[src/hw/rtl/bdq_pkg.sv]
// ----------------------------------------------------------------------------
// bdq_pkg
// Shared command codes, status codes and control structs for the deque.
// ----------------------------------------------------------------------------
package bdq_pkg;

	// Field widths fixed by the interface.
	localparam int CMD_W    = 3;
	localparam int STATUS_W = 2;

	// Command codes.
	localparam logic [CMD_W-1:0] CMD_PUSH_BACK  = 3'd0;
	localparam logic [CMD_W-1:0] CMD_PUSH_FRONT = 3'd1;
	localparam logic [CMD_W-1:0] CMD_POP_BACK   = 3'd2;
	localparam logic [CMD_W-1:0] CMD_POP_FRONT  = 3'd3;
	localparam logic [CMD_W-1:0] CMD_QUERY      = 3'd4;
	localparam logic [CMD_W-1:0] CMD_VIEW       = 3'd5;

	// Result status codes.
	localparam logic [STATUS_W-1:0] ST_OK    = 2'd0;
	localparam logic [STATUS_W-1:0] ST_EMPTY = 2'd1;
	localparam logic [STATUS_W-1:0] ST_FULL  = 2'd2;

	// Commands from the controller to the datapath.
	typedef struct packed {
		logic single;     // execute a one-result command this cycle
		logic view_load;  // load the view walker from front and count
		logic view_read;  // read one entry and emit it
	} bdq_cmd_t;

	// Status from the datapath to the controller.
	typedef struct packed {
		logic empty;      // queue holds no entries
		logic view_last;  // the entry read this cycle is the back entry
	} bdq_stat_t;

endpackage

[src/hw/rtl/bdq_ctrl.sv]
// ----------------------------------------------------------------------------
// bdq_ctrl
// Controller: accepts items and sequences the view walk over the ring.
// ----------------------------------------------------------------------------
module bdq_ctrl import bdq_pkg::*; (
	input  logic             clk,
	input  logic             arst_n,
	input  logic             start,
	input  logic [CMD_W-1:0] cmd,
	input  bdq_stat_t        dp_stat,
	output bdq_cmd_t         dp_cmd,
	output logic             busy
);

	localparam logic ST_IDLE = 1'b0;
	localparam logic ST_VIEW = 1'b1;

	logic state_q;
	logic state_d;
	logic accept;
	logic is_walk;

	assign busy    = (state_q == ST_VIEW);
	assign accept  = start && !busy;
	// A view of a non-empty queue walks the ring; everything else is one result.
	assign is_walk = (cmd == CMD_VIEW) && !dp_stat.empty;

	// Command decode and next state.
	always_comb begin
		dp_cmd.single    = 1'b0;
		dp_cmd.view_load = 1'b0;
		dp_cmd.view_read = 1'b0;
		state_d          = state_q;
		unique case (state_q)
			ST_IDLE: begin
				if (accept) begin
					if (is_walk) begin
						dp_cmd.view_load = 1'b1;
						state_d          = ST_VIEW;
					end else begin
						dp_cmd.single = 1'b1;
					end
				end
			end
			ST_VIEW: begin
				dp_cmd.view_read = 1'b1;
				if (dp_stat.view_last) begin
					state_d = ST_IDLE;
				end
			end
			default: begin
				state_d = ST_IDLE;
			end
		endcase
	end

	// State register.
	always_ff @(posedge clk or negedge arst_n) begin
		if (!arst_n) begin
			state_q <= ST_IDLE;
		end else begin
			state_q <= state_d;
		end
	end

endmodule

[src/hw/rtl/bdq_dp.sv]
// ----------------------------------------------------------------------------
// bdq_dp
// Datapath: ring store, front index, entry count, view walker and result
// registers.
// ----------------------------------------------------------------------------
module bdq_dp import bdq_pkg::*; #(
	parameter int DEPTH      = 16,
	parameter int DATA_WIDTH = 32
) (
	input  logic                         clk,
	input  logic                         arst_n,
	input  bdq_cmd_t                     dp_cmd,
	input  logic [CMD_W-1:0]             cmd,
	input  logic signed [DATA_WIDTH-1:0] value,
	output bdq_stat_t                    dp_stat,
	output logic                         done,
	output logic [STATUS_W-1:0]          status,
	output logic                         empty_flag,
	output logic signed [DATA_WIDTH-1:0] data,
	output logic                         last
);

	localparam int IW = $clog2(DEPTH);
	localparam int CW = $clog2(DEPTH + 1);
	localparam int SW = CW + 1;
	localparam logic [IW-1:0] LAST_IDX = IW'(DEPTH - 1);
	localparam logic [CW-1:0] FULL_CNT = CW'(DEPTH);
	localparam logic [SW-1:0] DEPTH_S  = SW'(DEPTH);

	logic [DATA_WIDTH-1:0] mem [DEPTH];
	logic [DATA_WIDTH-1:0] rd_q;

	logic [IW-1:0]       front_q;
	logic [CW-1:0]       count_q;
	logic [IW-1:0]       ptr_q;
	logic [CW-1:0]       left_q;

	logic                done_s1;
	logic                view_s1;
	logic                last_s1;
	logic [STATUS_W-1:0] status_s1;

	logic                empty;
	logic                full;
	logic [SW-1:0]       back_sum;
	logic [IW-1:0]       back_addr;
	logic [IW-1:0]       front_dec;
	logic [IW-1:0]       front_inc;
	logic [IW-1:0]       ptr_inc;
	logic                wr_en;
	logic [IW-1:0]       wr_addr;

	assign empty = (count_q == '0);
	assign full  = (count_q == FULL_CNT);

	assign dp_stat.empty     = empty;
	assign dp_stat.view_last = (left_q == CW'(1));

	// Ring index arithmetic; every sum stays below twice the depth.
	always_comb begin
		back_sum  = SW'(front_q) + SW'(count_q);
		back_addr = (back_sum >= DEPTH_S) ? IW'(back_sum - DEPTH_S) : IW'(back_sum);
		front_dec = (front_q == '0) ? LAST_IDX : front_q - IW'(1);
		front_inc = (front_q == LAST_IDX) ? '0 : front_q + IW'(1);
		ptr_inc   = (ptr_q == LAST_IDX) ? '0 : ptr_q + IW'(1);
	end

	// Store write port, used by pushes that find room.
	always_comb begin
		wr_en   = 1'b0;
		wr_addr = back_addr;
		if (dp_cmd.single && !full) begin
			if (cmd == CMD_PUSH_BACK) begin
				wr_en = 1'b1;
			end else if (cmd == CMD_PUSH_FRONT) begin
				wr_en   = 1'b1;
				wr_addr = front_dec;
			end
		end
	end

	// Ring store with a registered read port.
	always_ff @(posedge clk) begin
		if (wr_en) begin
			mem[wr_addr] <= value;
		end
		if (dp_cmd.view_read) begin
			rd_q <= mem[ptr_q];
		end
	end

	// Front index and entry count.
	always_ff @(posedge clk or negedge arst_n) begin
		if (!arst_n) begin
			front_q <= '0;
			count_q <= '0;
		end else if (dp_cmd.single) begin
			case (cmd)
				CMD_PUSH_BACK: begin
					if (!full) begin
						count_q <= count_q + CW'(1);
					end
				end
				CMD_PUSH_FRONT: begin
					if (!full) begin
						front_q <= front_dec;
						count_q <= count_q + CW'(1);
					end
				end
				CMD_POP_BACK: begin
					if (!empty) begin
						count_q <= count_q - CW'(1);
					end
				end
				CMD_POP_FRONT: begin
					if (!empty) begin
						front_q <= front_inc;
						count_q <= count_q - CW'(1);
					end
				end
				default: begin
				end
			endcase
		end
	end

	// View walker: position in the ring and entries still to emit.
	always_ff @(posedge clk or negedge arst_n) begin
		if (!arst_n) begin
			ptr_q  <= '0;
			left_q <= '0;
		end else if (dp_cmd.view_load) begin
			ptr_q  <= front_q;
			left_q <= count_q;
		end else if (dp_cmd.view_read) begin
			ptr_q  <= ptr_inc;
			left_q <= left_q - CW'(1);
		end
	end

	// Result stage: one strobe per item, or one per entry during a view.
	always_ff @(posedge clk or negedge arst_n) begin
		if (!arst_n) begin
			done_s1   <= 1'b0;
			view_s1   <= 1'b0;
			last_s1   <= 1'b0;
			status_s1 <= ST_OK;
		end else begin
			done_s1   <= dp_cmd.single || dp_cmd.view_read;
			view_s1   <= dp_cmd.view_read;
			last_s1   <= dp_cmd.single || (left_q == CW'(1));
			status_s1 <= ST_OK;
			if (dp_cmd.single) begin
				case (cmd) inside
					CMD_PUSH_BACK, CMD_PUSH_FRONT: begin
						if (full) begin
							status_s1 <= ST_FULL;
						end
					end
					CMD_POP_BACK, CMD_POP_FRONT, CMD_VIEW: begin
						if (empty) begin
							status_s1 <= ST_EMPTY;
						end
					end
					default: begin
					end
				endcase
			end
		end
	end

	// The count register already holds the state after the reported command.
	assign done       = done_s1;
	assign status     = status_s1;
	assign last       = last_s1;
	assign empty_flag = empty;
	assign data       = view_s1 ? rd_q : '0;

endmodule

[src/hw/rtl/bounded_double_ended_queue.sv]
// ----------------------------------------------------------------------------
// bounded_double_ended_queue
// Bounded deque of signed values in a ring store, with a command interface.
// ----------------------------------------------------------------------------
//
// Channel   Handshake           Payload
// -------   -----------------   ----------------------------------
// command   start, busy         cmd, value
// result    done (one cycle)    status, empty_flag, data, last
//
// A command is taken on a clock edge with start high and busy low; its single
// result is registered and shows in the next cycle, so a new command may follow every cycle while busy is low.
// A view of N stored entries raises busy while it walks the ring and emits N results on
// consecutive cycles, from one store read per cycle (single read port).
// Reset empties the queue at once; the store needs no clearing pass.
// The receiver cannot stall; each result is valid for exactly one cycle.
//
module bounded_double_ended_queue import bdq_pkg::*; #(
	parameter int DEPTH      = 16,
	parameter int DATA_WIDTH = 32
) (
	input  logic                         clk,
	input  logic                         arst_n,
	input  logic                         start,
	output logic                         busy,
	input  logic [CMD_W-1:0]             cmd,
	input  logic signed [DATA_WIDTH-1:0] value,
	output logic                         done,
	output logic [STATUS_W-1:0]          status,
	output logic                         empty_flag,
	output logic signed [DATA_WIDTH-1:0] data,
	output logic                         last
);

	bdq_cmd_t  dp_cmd;
	bdq_stat_t dp_stat;

	// Sequencer.
	bdq_ctrl u_ctrl (
		.clk     (clk),
		.arst_n  (arst_n),
		.start   (start),
		.cmd     (cmd),
		.dp_stat (dp_stat),
		.dp_cmd  (dp_cmd),
		.busy    (busy)
	);

	// Ring store and result registers.
	bdq_dp #(
		.DEPTH      (DEPTH),
		.DATA_WIDTH (DATA_WIDTH)
	) u_dp (
		.clk        (clk),
		.arst_n     (arst_n),
		.dp_cmd     (dp_cmd),
		.cmd        (cmd),
		.value      (value),
		.dp_stat    (dp_stat),
		.done       (done),
		.status     (status),
		.empty_flag (empty_flag),
		.data       (data),
		.last       (last)
	);

endmodule

[config.mk]
export PLATFORM = sky130hd
export DESIGN_NAME = bounded_double_ended_queue
export DESIGN_NICKNAME = d
export VERILOG_FILES = /design/src/hw/rtl/bdq_pkg.sv /design/src/hw/rtl/bdq_ctrl.sv /design/src/hw/rtl/bdq_dp.sv /design/src/hw/rtl/bounded_double_ended_queue.sv
export SDC_FILE = /design/constraint.sdc
export NUM_CORES = 1
export LEC_CHECK = 0
export BUFFER_PORTS_ARGS = -buffer_cell sky130_fd_sc_hd__buf_4
export CORE_ASPECT_RATIO = 1.75
export CORE_MARGIN = 2
export CORE_UTILIZATION = 56
export DETAILED_ROUTE_END_ITERATION = 10
export GPL_ROUTABILITY_DRIVEN = 0
export PLACE_DENSITY = 0.78
export SYNTH_ARGS = -nofsm -noshare
export SYNTH_HDL_FRONTEND = slang
export SYNTH_HIERARCHICAL = 1
export SYNTH_SLANG_ARGS = --single-unit
[constraint.sdc]
create_clock -name clk -period 5.55 [get_ports clk]
set_clock_uncertainty 0.05 [all_clocks]
set_input_delay 0.8325 -clock clk [delete_from_list [all_inputs] [get_ports clk]]
set_output_delay 0.8325 -clock clk [all_outputs]
set_load 0.01 [all_outputs]
==> run metrics, run 1 <==
max layer used=met5; Die Wd=155 µm; most frequent cells in the layout=edfxtp_1, mux2i_1, buf_4; Syn. warnings=6; DRT Pass-1 Iters=5; clk sinks=568; commonest non-fill, non-tap cell in the layout=edfxtp_1; DR WL met3=3770 µm; # IOs=76; HPWL after DPL=29300 µm; Syn Nets=1243; Setup crit end kind=register; Slew Limit Fails=0; post-detailed-route wirelength per cell=27.3 µm; endpoints failing setup=0; gr ovfl total=0; Total Neg Setup Slack=0 ns; die height=269 µm; drt total wl=49300 µm; Core ar.=0.0398 mm²; max cap viols=0; first-pass GRT wire length=73600 µm; kind of start point of the critical path=register; layout cells sized above 1=0.209; transition time of the tightest slew-check pin=0.972 ns; vias per inst=6.46; H-tree lvl count=2; Port Buffers=75; clock transition at the registers of the reported paths=0.07 ns; Post-CTS Resized=0; sequential fraction of the synthesis area=0.755; row cnt=97; global-route usage over all layers=0.238; Max-slew headroom=0.349; # DRC=0; Placed Cells=1724; largest net degree at the start of global routing=69; CP Data Required Time=5.75 ns; antenna-violating nets left=0; overall power=12.6 mW; Pleak=8.52 nW; initial antenna violation count=1; Worst EP arrival=4.44 ns; RSZ-0062 raised after global routing=no; Synth Instances=1192; Avg Synthesized Cell Area=18.8 µm²; Post-synth top flop=edfxtp_1; Fmax achieved=236 MHz; WS Path Type=register to register; largest fanout on the critical path=24; Post-synth EDFFs=544; final hold viol count=0; routed length on met1=18100 µm; CTS Hold Bufs=0; vias in the first global route=12200; nets@finish=1329; deepest clock path buffer count=3; ant diodes=0; vias after detailed routing=11700; Netlist cell types=54; Max VDD drop=0.447 mV; DR iter-0 viols=1181; final std cells w/o fill=1809; CTS buffer count=47; Netlist Area Pre-Place=0.0224 mm²; status=finished clean; Cell Pwr Density=498 mW/mm²; final worst path period share=0.764; worst skew pair latency=0.57 ns; initial core utilization=0.564; Layout area overhead=12.6%; post-synthesis async set-or-reset flop share=0.0423; Hold Crit Class=input pin to asynchronous set/reset pin; clock period minus worst slack=4.24 ns; DR WL met2=25700 µm; clk root buf=clkbuf_16; CTS tree=yes; FF+latch count, synth=568; Post-CTS Setup Inserts=0; Die Area=0.0418 mm²
[Yosys cell counts, drive strengths merged, types with 6 or more instances]
cell | n | share of area
clkbuf | 33 | 0.0055
ha | 11 | 0.0061
nand2 | 53 | 0.0089
a22oi | 32 | 0.011
inv | 11 | 0.0018
a21oi | 9 | 0.0020
a221oi | 65 | 0.025
mux2i | 133 | 0.059
o21ai | 46 | 0.010
dfrtp | 24 | 0.027
xnor2 | 8 | 0.0031
nor2 | 9 | 0.0015
nor3 | 19 | 0.0042
and2 | 34 | 0.0095
edfxtp | 544 | 0.73
buf | 35 | 0.0079
xor2 | 6 | 0.0023
mux4 | 64 | 0.064
[path summary, 6_finish.rpt]
| check | slack, ns | to | cells after the start | startpoint |
|---|---|---|---|---|
| hold reg to reg | 0.54 | u_dp/left_q[4]$_DFFE_PN0P_ | 2 | u_dp/left_q[4]$_DFFE_PN0P_ |
| setup / recovery | 1.31 | u_dp/mem[2][18]$_DFFE_PP_ | 9 | u_dp/count_q[3]$_DFFE_PN0P_ |
| setup reg to reg | 1.31 | u_dp/mem[2][18]$_DFFE_PP_ | 9 | u_dp/count_q[3]$_DFFE_PN0P_ |
| max in group asynchronous | 5.05 | u_dp/ptr_q[1]$_DFFE_PN0P_ | 1 | arst_n |
| hold / removal | 0.12 | u_dp/view_s1$_DFF_PN0_ | 1 | arst_n |
| min in group clk | 0.54 | u_dp/left_q[4]$_DFFE_PN0P_ | 2 | u_dp/left_q[4]$_DFFE_PN0P_ |
[sequential cells by signal, summed over array words and instances (netlist names), 2 cells and up]
signal and flops:
u_dp/left_q 5, u_dp/ptr_q 4, u_dp/front_q 4, u_dp/status 2, u_dp/count_q 5, u_dp/mem 512
u_dp/rd_q 32
[kinds of logic (layout without fill, tap and decap cells)]
kind of cell    count (synthesis)  after routing  synth area share
flops                         568            568             0.755
mux                           202            202             0.126
compound gates                177            177            0.0581
simple gates                  139            139            0.0326
buf+inv                        79            201            0.0152
xor+xnor                       14             14           0.00546
fa+ha+maj                      13             13           0.00792
[critical path, cell delays in order (launching register included)]
cell,delay (ns)
dfrtp_1,0.45
or4_1,0.66
nor2_1,0.23
nand4bb_4,0.19
nor2b_4,0.19
or3b_4,0.43
a211o_4,0.37
a32o_1,0.38
nor3_2,0.69
buf_12,0.29
[layout make-up]
class	count	area, µm²
Sequential cell	568	16900
Clock inverter	23	289
Clock buffer	62	1290
Inverter	11	41.3
Multi-Input combinational cell	545	5260
Fill cell	2626	14500
Tap cell	495	619
Timing Repair Buffer	105	838
[power by group]
part,internal (mW),switching (mW)
Sequential,5.07,0.281
Combinational,1.60,2.25
Clock,1.93,1.47
[metal layers]
metal	GRT usage	vias to the layer above
met5	0	-
met4	0.0912	2
met3	0.0460	102
met2	0.409	522
met1	0.303	6030
li1	-	5028
[per-stage QoR]
step / setup WS [ns] / area (µm²) / util / hold slack [ns]
after floorplan: 0.00832 / 22400 / - / 0.487
final: 1.31 / 25300 / 0.635 / 0.119
after CTS: 1.33 / 25300 / 0.635 / 0.0984
after global placement: 1.52 / 23700 / 0.595 / 0.520
after global routing: 1.08 / 25300 / 0.635 / 0.126
after detailed placement: 1.36 / 23700 / 0.595 / 0.527
Power figures use the tool's default switching activity.
==> run 2: changes to the inputs <==
--- a/config.mk
+++ b/config.mk
@@ -8,10 +8,10 @@
 export BUFFER_PORTS_ARGS = -buffer_cell sky130_fd_sc_hd__buf_4
 export CORE_ASPECT_RATIO = 1.75
 export CORE_MARGIN = 2
-export CORE_UTILIZATION = 56
+export CORE_UTILIZATION = 62
 export DETAILED_ROUTE_END_ITERATION = 10
 export GPL_ROUTABILITY_DRIVEN = 0
-export PLACE_DENSITY = 0.78
+export PLACE_DENSITY = 0.82
 export SYNTH_ARGS = -nofsm -noshare
 export SYNTH_HDL_FRONTEND = slang
 export SYNTH_HIERARCHICAL = 1
==> constraint.sdc (replaced) <==
create_clock -name clk -period 4.2 [get_ports clk]
set_clock_uncertainty 0.05 [all_clocks]
set_input_delay 0.63 -clock clk [delete_from_list [all_inputs] [get_ports clk]]
set_output_delay 0.63 -clock clk [all_outputs]
set_load 0.01 [all_outputs]
==> run metrics, run 2 (synthesis gave the netlist of run 1 again) <==
ant diodes=0 (unchanged); transition time of the tightest slew-check pin=1.26 ns (+0.288 ns); largest net degree at the start of global routing=79 (+14%); kind of start point of the critical path=register; Pleak=8.80 nW (+3.3%); nets@finish=1334 (+0.38%); DR WL met2=26900 µm (+4.7%); # IOs=76 (unchanged); Fmax achieved=252 MHz (+6.7%); most frequent cells in the layout=edfxtp_1, mux2i_1, buf_4; CP peak stage delay=0.65 ns (-0.04 ns); post-route cell area=0.0257 mm² (+1.8%); Die Wd=148 µm (-4.8%); CP Data Required Time=4.39 ns (-1.36 ns); clk sinks=568 (unchanged); Largest regs=u_dp/mem: 512 flops, u_dp/rd_q: 32 flops; status=finished clean; clk root buf=clkbuf_16; Top reg by flops=u_dp/mem; Cell Pwr Density=675 mW/mm² (+36%); Port Buffers=75 (unchanged); deepest clock path buffer count=3 (unchanged); DR iter-0 viols=1696 (+44%); # DRC=0 (unchanged); drt total wl=51200 µm (+3.8%); max layer used=met4; Largest register FFs=512 (unchanged); DR WL met3=4430 µm (+18%); Reg area=0.0169 mm² (unchanged); Total Neg Setup Slack=0 ns (unchanged); Slew Limit Fails=0 (unchanged); commonest non-fill, non-tap cell in the layout=edfxtp_1; gr ovfl total=0 (unchanged); CTS tree=yes; initial core utilization=0.625 (+0.0611); post-detailed-route wirelength per cell=28.6 µm (+4.7%); global-route usage over all layers=0.275 (+0.0371); final worst path period share=0.946 (+0.182); worst skew pair latency=0.58 ns (about the same); row cnt=92 (-5.2%); CTS buffer count=48 (+2.1%); slack of the critical path=0.227 ns (-1.08 ns); Max-slew headroom=0.159 (-0.191); endpoints failing setup=0 (unchanged); die height=256 µm (-4.9%); clock transition at the registers of the reported paths=0.07 ns (about the same); clock period minus worst slack=3.97 ns (-0.266 ns); Post-CTS Resized=0 (unchanged); Layout area overhead=14.6%; first-pass GRT wire length=76900 µm (+4.5%); max cap viols=0 (unchanged); Setup WS pre-CTS=0.320 ns (-1.04 ns); Hold Crit Class=input pin to register; DP Area=0.0239 mm² (+0.97%); Core ar.=0.0359 mm² (-9.8%); H-tree lvl count=2 (unchanged); Die Area=0.0378 mm² (-9.5%); Reg2Reg Depth=9 (unchanged); multi-input logic area=0.00536 mm² (+1.9%); initial antenna violation count=0 (-1); Setup crit end kind=register; layout cells sized above 1=0.218 (+0.00992); DRT Pass-1 Iters=7 (+2); vias in the first global route=12300 (+1.0%); vias per inst=6.74 (+4.3%); crit-path cells=or4_1 -> nor2_1 -> nand4bb_4 -> nor2b_4 -> or3b_4 -> a21oi_1 -> o211ai_1 -> nor3_4 -> buf_4; final hold viol count=0 (unchanged); RSZ-0062 raised after global routing=no; Max VDD drop=0.708 mV (+58%); Hold Path Depth=1; WS Path Type=register to register; delay-heaviest family, CP=simple AND/OR/NAND/NOR gates; vias after detailed routing=12100 (+3.4%); largest fanout on the critical path=17 (-29%); antenna-violating nets left=0 (unchanged); Critical path buffers and inverters=1 (unchanged); overall power=17.4 mW (+38%); Worst path slowest cell=or4_1; routed length on met1=18300 µm (+1.1%); cell count along the critical path=9 (unchanged); FILL cells=2041 (-22%); Worst EP arrival=4.16 ns (-0.28 ns); HPWL after DPL=29700 µm (+1.3%)
[run 2: cell count changes in the layout (fill, tap and decap cells not counted), sizes merged]
| cell | before | now |
|---|---|---|
| buf | 105 | 108 |
| clkinvlp | 5 | 3 |
| bufinv | 6 | 12 |
| clkinv | 10 | 9 |
| dlygate4sd3 | 0 | 1 |
| inv | 13 | 16 |
| clkbuf | 62 | 61 |
[run 2: worst reg2reg max path, stage by stage, from the launching register on]
cell and delay [ns]:
dfrtp_1 0.45, or4_1 0.65, nor2_1 0.23, nand4bb_4 0.19, nor2b_4 0.18, or3b_4 0.43, a21oi_1 0.36, o211ai_1 0.44
nor3_4 0.31, buf_4 0.33
[run 2: repair_timing]
item,in CTS,in global routing
buffers inserted,0,0
hold buffers,1,0
hold endpoints to repair,24,0
[run 2: final timing paths]
kind	from	to	slack (ns)
min in group asynchronous	arst_n	u_dp/count_q[1]$_DFFE_PN0P_	0.46
max in group asynchronous	arst_n	u_dp/ptr_q[0]$_DFFE_PN0P_	3.35
min	value[10]	u_dp/mem[4][10]$_DFFE_PP_	0.32
max	u_dp/count_q[3]$_DFFE_PN0P_	u_dp/mem[10][6]$_DFFE_PP_	0.23
max reg2reg	u_dp/count_q[3]$_DFFE_PN0P_	u_dp/mem[10][6]$_DFFE_PP_	0.23
min reg2reg	u_dp/left_q[4]$_DFFE_PN0P_	u_dp/left_q[4]$_DFFE_PN0P_	0.56
[run 2: through the flow]
stage / hold WS (ns) / instances / util
finish: 0.323 / 1793 / 0.717
global route: 0.331 / 1793 / 0.717
CTS: 0.307 / 1793 / 0.717
detailed placement: 0.511 / 1702 / 0.666
global placement: 0.512 / 1702 / 0.666
floorplan: 0.284 / 1192 / -
[run 2: area by class of cell]
cell class	instances	area share
clock buffers	61	0.0513
multi-input cells	545	0.208
well taps	470	0.0229
flip-flops and latches	568	0.658
repair buffers	109	0.0392
inverters	11	0.00160
clock inverters	29	0.0183
[run 2: where the power goes]
| group | switching (mW) | internal [mW] | total [mW] |
|---|---|---|---|
| combinational | 3.22 | 2.12 | 5.35 |
| clock | 2.00 | 2.99 | 4.98 |
| sequential | 0.356 | 6.70 | 7.06 |
| total | 5.57 | 11.8 | 17.4 |
[run 2: layer usage]
layer	global-route usage	up-vias
met5	0	-
met4	0.0878	0
met3	0.0380	116
met2	0.477	805
met1	0.366	6106
li1	-	5049
